==> src/rtl/lmsw_pkg.sv <==
`timescale 1ns / 1ps
// ----------------------------------------------------------------------------
// lmsw_pkg
// shared types and constants for the scrolling led matrix frame sender
// ----------------------------------------------------------------------------
package lmsw_pkg;

    localparam int STORE_COLUMNS = 256;
    localparam int MAX_MATRICES  = 8;
    localparam int ROWS          = 8;

    localparam int DATA_W   = 8;
    localparam int ACTION_W = 2;
    localparam int OFF_W    = 10;
    localparam int CNT_W    = 4;
    localparam int ROW_W    = $clog2(ROWS);
    localparam int MAT_W    = (MAX_MATRICES > 1) ? $clog2(MAX_MATRICES) : 1;
    localparam int ADDR_W   = $clog2(STORE_COLUMNS);

    // signed column index: must hold the offset range and the store size
    localparam int COL_W_A  = OFF_W + 2;
    localparam int COL_W_B  = ADDR_W + 2;
    localparam int COL_W    = (COL_W_A > COL_W_B) ? COL_W_A : COL_W_B;

    localparam logic [ROW_W-1:0] ROW_LAST = ROW_W'(ROWS - 1);

    typedef enum logic [ACTION_W-1:0] {
        ACT_WRITE   = 2'd0,
        ACT_OFFSET  = 2'd1,
        ACT_REFRESH = 2'd2,
        ACT_BCAST   = 2'd3
    } action_t;

    typedef enum logic [1:0] {
        ST_IDLE,
        ST_REFRESH,
        ST_BCAST
    } state_t;

endpackage

==> src/rtl/led_matrix_scroll_window_sender.sv <==
`timescale 1ns / 1ps
// ----------------------------------------------------------------------------
// led_matrix_scroll_window_sender
// column store with scroll offset, emits register/data words to a chain of
// cascaded 8x8 led matrices
// ----------------------------------------------------------------------------
// sequence: a refresh sends 8*n words, a broadcast n words (n = live matrix
//   count), one word a cycle while out_stall is low; refresh reads use the
//   single column store read port; each word passes the read stage and the
//   output register; write and set-offset are taken only while idle
// reset: column valid bits cleared (store reads as zero), offset 0, count 1
// ----------------------------------------------------------------------------
module led_matrix_scroll_window_sender
(
    input  logic                              clk,
    input  logic                              rst_n,

    // config register: matrix count
    input  logic                              cfg_wr_en,
    input  logic [lmsw_pkg::CNT_W-1:0]        cfg_wr_data,

    // input words
    input  logic                              in_valid,
    output logic                              in_stall,
    input  logic [lmsw_pkg::ACTION_W-1:0]     action,
    input  logic [lmsw_pkg::DATA_W-1:0]       column_addr,
    input  logic [lmsw_pkg::DATA_W-1:0]       value,
    input  logic signed [lmsw_pkg::OFF_W-1:0] offset,
    input  logic [lmsw_pkg::DATA_W-1:0]       cmd_reg,
    input  logic [lmsw_pkg::DATA_W-1:0]       cmd_data,

    // output words
    output logic                              out_valid,
    input  logic                              out_stall,
    output logic [lmsw_pkg::DATA_W-1:0]       reg_addr,
    output logic [lmsw_pkg::DATA_W-1:0]       pixel_data,
    output logic                              frame_end,
    output logic                              last
);

    // ------------------------------------------------------------------
    // state and storage
    // ------------------------------------------------------------------
    lmsw_pkg::state_t                     state_reg;
    lmsw_pkg::state_t                     state_next;

    logic [lmsw_pkg::CNT_W-1:0]           matrix_count_reg;
    logic signed [lmsw_pkg::OFF_W-1:0]    offset_reg;

    // column store: one write port (idle only), one registered read port
    logic [lmsw_pkg::DATA_W-1:0]          col_mem [lmsw_pkg::STORE_COLUMNS];
    // per-column written flag, cleared at reset so unwritten columns read zero
    logic [lmsw_pkg::STORE_COLUMNS-1:0]   col_valid_reg;

    // sequencer counters: matrix within row group, then row
    logic [lmsw_pkg::MAT_W-1:0]           mat_reg;
    logic [lmsw_pkg::ROW_W-1:0]           row_reg;
    logic [lmsw_pkg::DATA_W-1:0]          bc_reg_reg;
    logic [lmsw_pkg::DATA_W-1:0]          bc_data_reg;

    // read stage (data comes back from the store here)
    logic                                 s1_valid_reg;
    logic [lmsw_pkg::DATA_W-1:0]          s1_addr_reg;
    logic [lmsw_pkg::DATA_W-1:0]          s1_data_reg;
    logic                                 s1_use_mem_reg;
    logic                                 s1_fend_reg;
    logic                                 s1_last_reg;
    logic [lmsw_pkg::DATA_W-1:0]          rd_data_reg;
    logic                                 rd_hit_reg;

    // output register
    logic                                 out_valid_reg;
    logic [lmsw_pkg::DATA_W-1:0]          out_addr_reg;
    logic [lmsw_pkg::DATA_W-1:0]          out_data_reg;
    logic                                 out_fend_reg;
    logic                                 out_last_reg;

    // ------------------------------------------------------------------
    // combinational helpers
    // ------------------------------------------------------------------
    lmsw_pkg::action_t                    act;
    logic                                 in_acc;
    logic                                 advance;
    logic                                 issue;
    logic [lmsw_pkg::CNT_W-1:0]           n_live;
    logic [lmsw_pkg::MAT_W-1:0]           n_m1;
    logic                                 last_m;
    logic                                 last_row;
    logic [lmsw_pkg::MAT_W-1:0]           idx;
    logic signed [lmsw_pkg::COL_W-1:0]    col;
    logic                                 col_in_range;
    logic [lmsw_pkg::ADDR_W-1:0]          rd_addr;
    logic signed [lmsw_pkg::COL_W-1:0]    new_off;
    logic signed [lmsw_pkg::COL_W-1:0]    off_low;
    logic                                 off_ok;
    logic                                 mem_we;
    logic [lmsw_pkg::ADDR_W-1:0]          wr_addr;

    assign act    = lmsw_pkg::action_t'(action);
    assign in_acc = in_valid && !in_stall;

    // the whole pipe moves when the output slot is free or being taken
    assign advance = !out_valid_reg || !out_stall;

    // clamp the register to 1..MAX_MATRICES
    always_comb
    begin
        if (matrix_count_reg == '0)
        begin
            n_live = lmsw_pkg::CNT_W'(1);
        end
        else if (32'(matrix_count_reg) > lmsw_pkg::MAX_MATRICES)
        begin
            n_live = lmsw_pkg::CNT_W'(lmsw_pkg::MAX_MATRICES);
        end
        else
        begin
            n_live = matrix_count_reg;
        end
    end

    assign n_m1     = lmsw_pkg::MAT_W'(n_live - lmsw_pkg::CNT_W'(1));
    assign last_m   = (mat_reg == n_m1);
    assign last_row = (row_reg == lmsw_pkg::ROW_LAST);

    // far matrix first: matrix index counts down from n-1
    assign idx = n_m1 - mat_reg;

    // column = offset + idx*8 + row
    assign col = lmsw_pkg::COL_W'(offset_reg)
               + $signed(lmsw_pkg::COL_W'({idx, 3'b000}))
               + $signed(lmsw_pkg::COL_W'(row_reg));

    assign col_in_range = !col[lmsw_pkg::COL_W-1]
                       && (col < lmsw_pkg::COL_W'(lmsw_pkg::STORE_COLUMNS));
    assign rd_addr = col[lmsw_pkg::ADDR_W-1:0];

    // set-offset window: -8*n .. STORE_COLUMNS
    assign new_off = lmsw_pkg::COL_W'(offset);
    assign off_low = -$signed(lmsw_pkg::COL_W'({n_live, 3'b000}));
    assign off_ok  = (new_off <= lmsw_pkg::COL_W'(lmsw_pkg::STORE_COLUMNS))
                  && (new_off >= off_low);

    // writes past the store are dropped
    assign mem_we  = in_acc && (act == lmsw_pkg::ACT_WRITE)
                  && (32'(column_addr) < lmsw_pkg::STORE_COLUMNS);
    assign wr_addr = lmsw_pkg::ADDR_W'(column_addr);

    // ------------------------------------------------------------------
    // sequencer
    // ------------------------------------------------------------------
    always_ff @(posedge clk or negedge rst_n)
    begin
        if (!rst_n)
        begin
            state_reg <= lmsw_pkg::ST_IDLE;
        end
        else
        begin
            state_reg <= state_next;
        end
    end

    always_comb
    begin
        state_next = state_reg;
        in_stall   = 1'b1;
        issue      = 1'b0;
        unique case (state_reg)
            lmsw_pkg::ST_IDLE:
            begin
                in_stall = 1'b0;
                if (in_valid)
                begin
                    unique case (act)
                        lmsw_pkg::ACT_REFRESH: state_next = lmsw_pkg::ST_REFRESH;
                        lmsw_pkg::ACT_BCAST:   state_next = lmsw_pkg::ST_BCAST;
                        lmsw_pkg::ACT_WRITE,
                        lmsw_pkg::ACT_OFFSET:  state_next = lmsw_pkg::ST_IDLE;
                    endcase
                end
            end
            lmsw_pkg::ST_REFRESH:
            begin
                issue = advance;
                if (advance && last_m && last_row)
                begin
                    state_next = lmsw_pkg::ST_IDLE;
                end
            end
            lmsw_pkg::ST_BCAST:
            begin
                issue = advance;
                if (advance && last_m)
                begin
                    state_next = lmsw_pkg::ST_IDLE;
                end
            end
            default:
            begin
                state_next = lmsw_pkg::ST_IDLE;
            end
        endcase
    end

    // counters and latched broadcast word
    always_ff @(posedge clk or negedge rst_n)
    begin
        if (!rst_n)
        begin
            mat_reg <= '0;
            row_reg <= '0;
        end
        else if (in_acc)
        begin
            mat_reg <= '0;
            row_reg <= '0;
        end
        else if (issue)
        begin
            if (last_m)
            begin
                mat_reg <= '0;
                row_reg <= row_reg + lmsw_pkg::ROW_W'(1);
            end
            else
            begin
                mat_reg <= mat_reg + lmsw_pkg::MAT_W'(1);
            end
        end
    end

    always_ff @(posedge clk)
    begin
        if (in_acc && (act == lmsw_pkg::ACT_BCAST))
        begin
            bc_reg_reg  <= cmd_reg;
            bc_data_reg <= cmd_data;
        end
    end

    // ------------------------------------------------------------------
    // config register and scroll offset
    // ------------------------------------------------------------------
    always_ff @(posedge clk or negedge rst_n)
    begin
        if (!rst_n)
        begin
            matrix_count_reg <= lmsw_pkg::CNT_W'(1);
            offset_reg       <= '0;
        end
        else
        begin
            if (cfg_wr_en)
            begin
                matrix_count_reg <= cfg_wr_data;
            end
            if (in_acc && (act == lmsw_pkg::ACT_OFFSET) && off_ok)
            begin
                offset_reg <= offset;
            end
        end
    end

    // ------------------------------------------------------------------
    // column store
    // writes happen only while idle and read data is used only while sequencing,
    // so a used read never meets a write to the same column
    // ------------------------------------------------------------------
    always_ff @(posedge clk or negedge rst_n)
    begin
        if (!rst_n)
        begin
            col_valid_reg <= '0;
        end
        else if (mem_we)
        begin
            col_valid_reg[wr_addr] <= 1'b1;
        end
    end

    always_ff @(posedge clk)
    begin
        if (mem_we)
        begin
            col_mem[wr_addr] <= value;
        end
        if (advance)
        begin
            rd_data_reg <= col_mem[rd_addr];
            rd_hit_reg  <= col_in_range && col_valid_reg[rd_addr];
        end
    end

    // ------------------------------------------------------------------
    // read stage
    // ------------------------------------------------------------------
    always_ff @(posedge clk or negedge rst_n)
    begin
        if (!rst_n)
        begin
            s1_valid_reg <= 1'b0;
        end
        else if (advance)
        begin
            s1_valid_reg <= issue;
        end
    end

    always_ff @(posedge clk)
    begin
        if (advance)
        begin
            if (state_reg == lmsw_pkg::ST_REFRESH)
            begin
                s1_addr_reg    <= lmsw_pkg::DATA_W'(row_reg) + lmsw_pkg::DATA_W'(1);
                s1_use_mem_reg <= 1'b1;
                s1_last_reg    <= last_m && last_row;
            end
            else
            begin
                s1_addr_reg    <= bc_reg_reg;
                s1_use_mem_reg <= 1'b0;
                s1_last_reg    <= last_m;
            end
            s1_data_reg <= bc_data_reg;
            s1_fend_reg <= last_m;
        end
    end

    // ------------------------------------------------------------------
    // output register
    // ------------------------------------------------------------------
    always_ff @(posedge clk or negedge rst_n)
    begin
        if (!rst_n)
        begin
            out_valid_reg <= 1'b0;
        end
        else if (advance)
        begin
            out_valid_reg <= s1_valid_reg;
        end
    end

    always_ff @(posedge clk)
    begin
        if (advance)
        begin
            out_addr_reg <= s1_addr_reg;
            if (s1_use_mem_reg)
            begin
                // outside the store or never written: dark column
                out_data_reg <= rd_hit_reg ? rd_data_reg : '0;
            end
            else
            begin
                out_data_reg <= s1_data_reg;
            end
            out_fend_reg <= s1_fend_reg;
            out_last_reg <= s1_last_reg;
        end
    end

    assign out_valid  = out_valid_reg;
    assign reg_addr   = out_addr_reg;
    assign pixel_data = out_data_reg;
    assign frame_end  = out_fend_reg;
    assign last       = out_last_reg;

    // ------------------------------------------------------------------
    // checks
    // ------------------------------------------------------------------
`ifndef SYNTH
    // the final word of any sequence always closes a row group
    a_last_has_fend : assert property (@(posedge clk) disable iff (!rst_n)
        (out_valid && last) |-> frame_end)
        else $error("last word without frame_end");

    // matrix counter never runs past the live count while sequencing
    a_mat_in_range : assert property (@(posedge clk) disable iff (!rst_n)
        (state_reg != lmsw_pkg::ST_IDLE) |-> (mat_reg <= n_m1))
        else $error("matrix counter beyond live count");

    // the final refresh word returns the sequencer to idle
    a_refresh_ends : assert property (@(posedge clk) disable iff (!rst_n)
        (state_reg == lmsw_pkg::ST_REFRESH && issue && last_m && last_row)
        |=> (state_reg == lmsw_pkg::ST_IDLE))
        else $error("refresh did not end after last row");
`endif

endmodule
==> config.mk <==
export PLATFORM = sky130hd
export DESIGN_NAME = led_matrix_scroll_window_sender
export DESIGN_NICKNAME = d
export VERILOG_FILES = /design/src/rtl/lmsw_pkg.sv /design/src/rtl/led_matrix_scroll_window_sender.sv
export SDC_FILE = /design/constraint.sdc
export NUM_CORES = 2
export LEC_CHECK = 0
export ABC_AREA = 0
export BUFFER_PORTS_ARGS = -buffer_cell sky130_fd_sc_hd__buf_2
export CAP_MARGIN = 20
export CORE_AREA = 2 2 584 412
export CTS_BUF_LIST = sky130_fd_sc_hd__clkbuf_2 sky130_fd_sc_hd__clkbuf_4 sky130_fd_sc_hd__clkbuf_8
export DETAILED_ROUTE_END_ITERATION = 10
export DIE_AREA = 0 0 586 414
export PLACE_DENSITY_LB_ADDON = 0.2
export SETUP_SLACK_MARGIN = 0.1
export SLEW_MARGIN = 20
export SYNTH_ARGS = -nofsm -noshare
export SYNTH_HDL_FRONTEND = slang
export SYNTH_SLANG_ARGS = --single-unit
export TNS_END_PERCENT = 50
==> constraint.sdc <==
create_clock -name clk -period 6.1 [get_ports clk]
set_input_delay 0.61 -clock clk [delete_from_list [all_inputs] [get_ports clk]]
set_output_delay 0.61 -clock clk [all_outputs]
set_load 0.01 [all_outputs]
Yosys cells after proc, flatten, opt, wreduce, memory -nomap -nowiden:

Memory sizes are Yosys's and may differ from the RTL's. A register that Yosys moved wholly into a read port is not among the register bits.
Index checks and enable logic that the tools add are counted.
W data, S select, Z words.

* register bits after elaboration: 334
* input bits: 53
* bits in writable memories: 2048
* memories kept: 1
* word-level logic and storage cells: 98

* reductions and logical operators: 25
* add/sub/neg operators: 8
* bitwise gates (word level): 1
* equal/unequal tests: 10
* multiplexer cells: 26
* magnitude comparators: 7

Memory list
* col_mem: words 256, width 8, rd ports 1, clocked after memory_dff 1, wr ports 1, line led_matrix_scroll_window_sender.sv:51 `logic [lmsw_pkg::DATA_W-1:0] col_mem [lmsw_pkg::STORE_COLUMNS];`

Operator list (number)
* $or A256 B256 Y256: 1
* $mux W8: 3
* $lt A8 B9 Y1 const B: 2
* $mux W3: 6
* $add A11 B4 Y12: 1
* $ge A10 B12 Y1: 1
* $logic_and A1 B1 Y1: 12
* $lt A12 B10 Y1 const B: 1
* $neg A7 Y12: 1
* $pmux W2 S3: 2
* $add A10 B7 Y11: 1
* $le A10 B10 Y1 const B: 1
* $bmux W1 S8: 1
* $demux W1 S8: 1
* $ge A8 B1 Y1 const B: 1
* $mux W1: 8
* $mux W4: 2
* $add A3 B1 Y3 const B: 2
* $eq A2 B2 Y1 const B: 3
* $mux W2: 3
* $ne A2 B2 Y1 const B: 3
* $add A3 B1 Y4 const B: 1
* $eq A2 B1 Y1 const B: 2
* $gt A4 B4 Y1 const B: 1
* 12 further kinds: 17

Depth between registers and ports, before layout:

* word-level depth: 10
* mapped depth: 20
* mapped depth without buffers: 17

Least setup slack after synthesis:

No wires, ideal clock.

* path type: reg-to-reg
* start: reg matrix_count_reg[0] (netlist bit)
* end: reg rd_data_reg[6] (netlist bit), read port of col_mem (data pin)
* required time: 5910 ps
* path slack: 1999 ps
* arrival time: 3910 ps
* buffers on the path: 1
* clock period less this slack: 4101 ps
* stages on the path, launching flop included: 17
* cells stage by stage: dfstp_2 > nor2_1 > nor2_1 > inv_1 > ha_1 > fa_1 > xnor2_1 > ha_1 > and2_4 > a221o_1 > o21a_1 > or2_1 > buf_6 > nand3_2 > nor4_1 > or4_1 > a2111oi_2

* cells in the longest elaborated chain, start to end: 7

RTL lines
* from (decl): line led_matrix_scroll_window_sender.sv:47 `logic [lmsw_pkg::CNT_W-1:0] matrix_count_reg;`
* from (signal assigned): line led_matrix_scroll_window_sender.sv:249 `matrix_count_reg <= lmsw_pkg::CNT_W'(1);`
* from (signal assigned): line led_matrix_scroll_window_sender.sv:256 `matrix_count_reg <= cfg_wr_data;`
* $gt A4 B4 Y1: line led_matrix_scroll_window_sender.sv:112 `else if (32'(matrix_count_reg) > lmsw_pkg::MAX_MATRICES)`
* $mux W4: line led_matrix_scroll_window_sender.sv:112
* $mux W4 (*): line led_matrix_scroll_window_sender.sv:108 `if (matrix_count_reg == '0)`
* $sub A3 B1 Y3 (*): line led_matrix_scroll_window_sender.sv:122 `assign n_m1 = lmsw_pkg::MAT_W'(n_live - lmsw_pkg::CNT_W'(1));`
* $sub A3 B3 Y3 (*): line led_matrix_scroll_window_sender.sv:127 `assign idx = n_m1 - mat_reg;`
* $add A10 B7 Y11 (*): line led_matrix_scroll_window_sender.sv:131 `+ $signed(lmsw_pkg::COL_W'({idx, 3'b000}))`
* $add A11 B4 Y12 (*): line led_matrix_scroll_window_sender.sv:132 `+ $signed(lmsw_pkg::COL_W'(row_reg));`
* to (decl): line led_matrix_scroll_window_sender.sv:68 `logic [lmsw_pkg::DATA_W-1:0] rd_data_reg;`

Mark *: on every way between the ends. The rest lies on a longest branch, timed or not.
A chain may end at the register's enable or synchronous reset.

Worst setup path in the final report:

Ends and elaborated chain as after synthesis.

==> out/metrics.cfg <==
[global_routing]
grt_overflow = 0
track_usage_pct = 21.6
first_global_vias = 50400
grt_max_degree = 181
grt_pass1_wl_um = 376000
antenna_found_initial = 22

[synth]
ys_top_cells_by_area = edfxtp_1 (67%), mux4_2 (14%), dfrtp_1 (7.4%)
post-synth-top-area-fraction_pct = 67.2
synthesis.area_sq_um = 94200
synth_area_leader_cell = edfxtp_1
synth_edf_count = 2110
ys_seq_elements = 2390
synth_cell_types = 77
synthFlopType = edfxtp_1
syn_nets = 5061
async_flop_share_pct = 11.7
yosys_warnings = 0
synth_area_per_cell_sq_um = 18.9
synthCells = 4980
seq_area_frac_synth_pct = 74.7

[floorplan]
ios = 73
die_area_sq_um = 243000
rows = 150
start_util_pct = 39.7
core-area_sq_um = 237000
die_h_um = 414
die_w_um = 586

[finish]
layout-drive-gt1-share_pct = 31.4
largest_register_ff_count = 2048
layout_commonest_cell = edfxtp_1
fillers = 20500
design_area_sq_um = 107000
final_cell_mix = edfxtp_1 (2110), mux4_2 (578), nand2_1 (562)
area_delta_synth_final_pct = 13.7
layout.nets = 5482

[sta]
setup_tns_ps = 0
period_share_pct = 85.4
rsz0062_at_grt = false
setup_viol = 0
hold_viol = 0
slew_violations = 0
fmax_mhz = 192
skew_ps = 67.0
finalCriticalPeriod_ps = 5210
max-slew-margin-rel_pct = 13.6
tightest_slew_ps = 1290
fin_hold_ws_ps = 70.1

[clock_network]
path_clk_slew_ps = 70
post_cts_buffers = 0
clock_sinks = 2390
hold_buffers = 40
tritoncts = yes
htreeDepth = 5
cts-root-buf = clkbuf_8
cts_resized = 0
clkLatencyLatePin_ps = 980
cts_made_buffers = 357
clock_path_buffers = 4

[critical_path]
cp_common_cell = inv_1
cp_cell_sequence = nor2_1 -> nor2_1 -> inv_1 -> ha_1 -> fa_1 -> inv_1 -> ha_1 -> inv_1 -> nand3_1 -> nand2_4 -> buf_12 -> buf_4 -> and3_1 -> a311oi_1 -> nor4_1 -> or4_1 -> a2111oi_2
crit_arrival_ps = 5980
crit_fanout = 21
critPathKind = reg -> reg
slowest_stage = a311oi_1
critical-path-max-stage-delay_ps = 540
crit_required_ps = 6870
start_kind = register
endpoint_kind = register

[min_path]
hold_path.class = in -> reg

[power_and_ir_drop]
powerDensity_nw_per_um2 = 505
leakagePower_uw = 0.0368
power_uw = 54100
peakVddDrop_v = 0.000433

[route]
vias_per_cell = 5.57
wl_um = 263000
vias = 49600
firstDrtPassIters = 6
wl_per_cell_um = 29.5
drtIter0Drc = 5575
drtAntennaViolNets = 0
drcViolationCount = 0

[placed_design]
gp_congestion = 0.877
placed_cell_area_sq_um = 99500
port_buffers = 72
dp_hpwl_um = 162000

[outcome]
status = completed

[flow_run]
cap_violations = 0

[cells by family (layout without fill, tap and decap cells)]
kind of cell,Yosys count,after routing,share of synthesized area [%]
buffers and inverters,304,1021,1.83
adder cells (fa/ha/maj),28,28,0.388
multiplexers,606,606,14.2
flip-flops,2390,2390,74.7
AO/OA/AOI/OAI,223,223,1.79
other,1,5,0.00398
XOR/XNOR,12,12,0.147
AND/OR/NAND/NOR,1416,1416,6.97
[cell type report]
cell class / instances / area, sq um / area share (%)
antenna: 4 / 10.0 / 0.00934
clock buffer: 542 / 6550 / 6.12
clock inverter: 113 / 703 / 0.656
inverter: 24 / 90.1 / 0.0841
multi-input combinational: 2286 / 22300 / 20.8
sequential: 2390 / 70400 / 65.7
tap: 3192 / 3990 / 3.73
timing repair buffer: 342 / 3120 / 2.91
[report_power, final]
| group | internal [uW] | switching [uW] | leakage, uW |
|---|---|---|---|
| sequential | 18200 | 161 | 0.0229 |
| clock | 7160 | 6270 | 0.00388 |
| combinational | 8290 | 14100 | 0.0100 |
| total | 33600 | 20500 | 0.0368 |
[per-stage QoR]
step / utilization [%] / cells / worst slack (ps)
CTS: 45.2 / 8888 / 938
finish: 45.2 / 8893 / 890
global placement: 41.9 / 8193 / 943
global route: 45.2 / 8890 / 630
detailed placement: 41.9 / 8193 / 930
floorplan: - / 4980 / 2000
[worst max-delay path, delay by kind of cell, from the launching register on]
family	cells	cell delay, ps
AO/OA/AOI/OAI	2	880
adder cells (fa/ha/maj)	3	1230
buffers and inverters	5	780
flip-flops	1	530
AND/OR/NAND/NOR	7	1600
[path summary, 6_finish.rpt]
check / cells after the start / startpoint / endpoint / slack (ps)
min: 1 / value[3] / col_mem[150][3] / 70
max: 17 / matrix_count_reg[0] / rd_data_reg[6] / 890
max in group asynchronous: 3 / rst_n / col_valid_reg[6] / 4330
min reg2reg: 0 / s1_addr_reg[4] / reg_addr[4] / 420
min in group asynchronous: 2 / rst_n / col_valid_reg[149] / 220
max reg2reg: 17 / matrix_count_reg[0] / rd_data_reg[6] / 890
[Yosys cell counts (4+ instances only)]
master / n
buf_4: 54
and3_1: 74
edfxtp_1: 2110
nand4_1: 15
nor2_1: 289
a311oi_1: 91
xnor2_1: 8
mux2i_1: 10
a21oi_1: 33
buf_1: 16
nor2b_1: 11
mux4_2: 578
ha_1: 26
nor4_1: 20
nand2b_1: 7
nor3_1: 7
mux2_2: 14
nand2_1: 573
buf_2: 93
o21ai_0: 24
o21a_1: 7
a31oi_1: 23
inv_1: 24
a2111oi_0: 4
nor3b_1: 4
nand3_1: 138
mux4_1: 4
clkbuf_1: 83
buf_6: 32
dfrtp_1: 279
a211oi_1: 4
and2_1: 5
or2_2: 256
or4_1: 4
[layer usage]
metal | part of all wire [%] | track usage [%]
met1 | 44 | 32.2
met2 | 45 | 31.6
met3 | 8.4 | 5.28
met4 | 2.5 | 5.65
met5 | 0.011 | 0
Power figures use the tool's default switching activity.
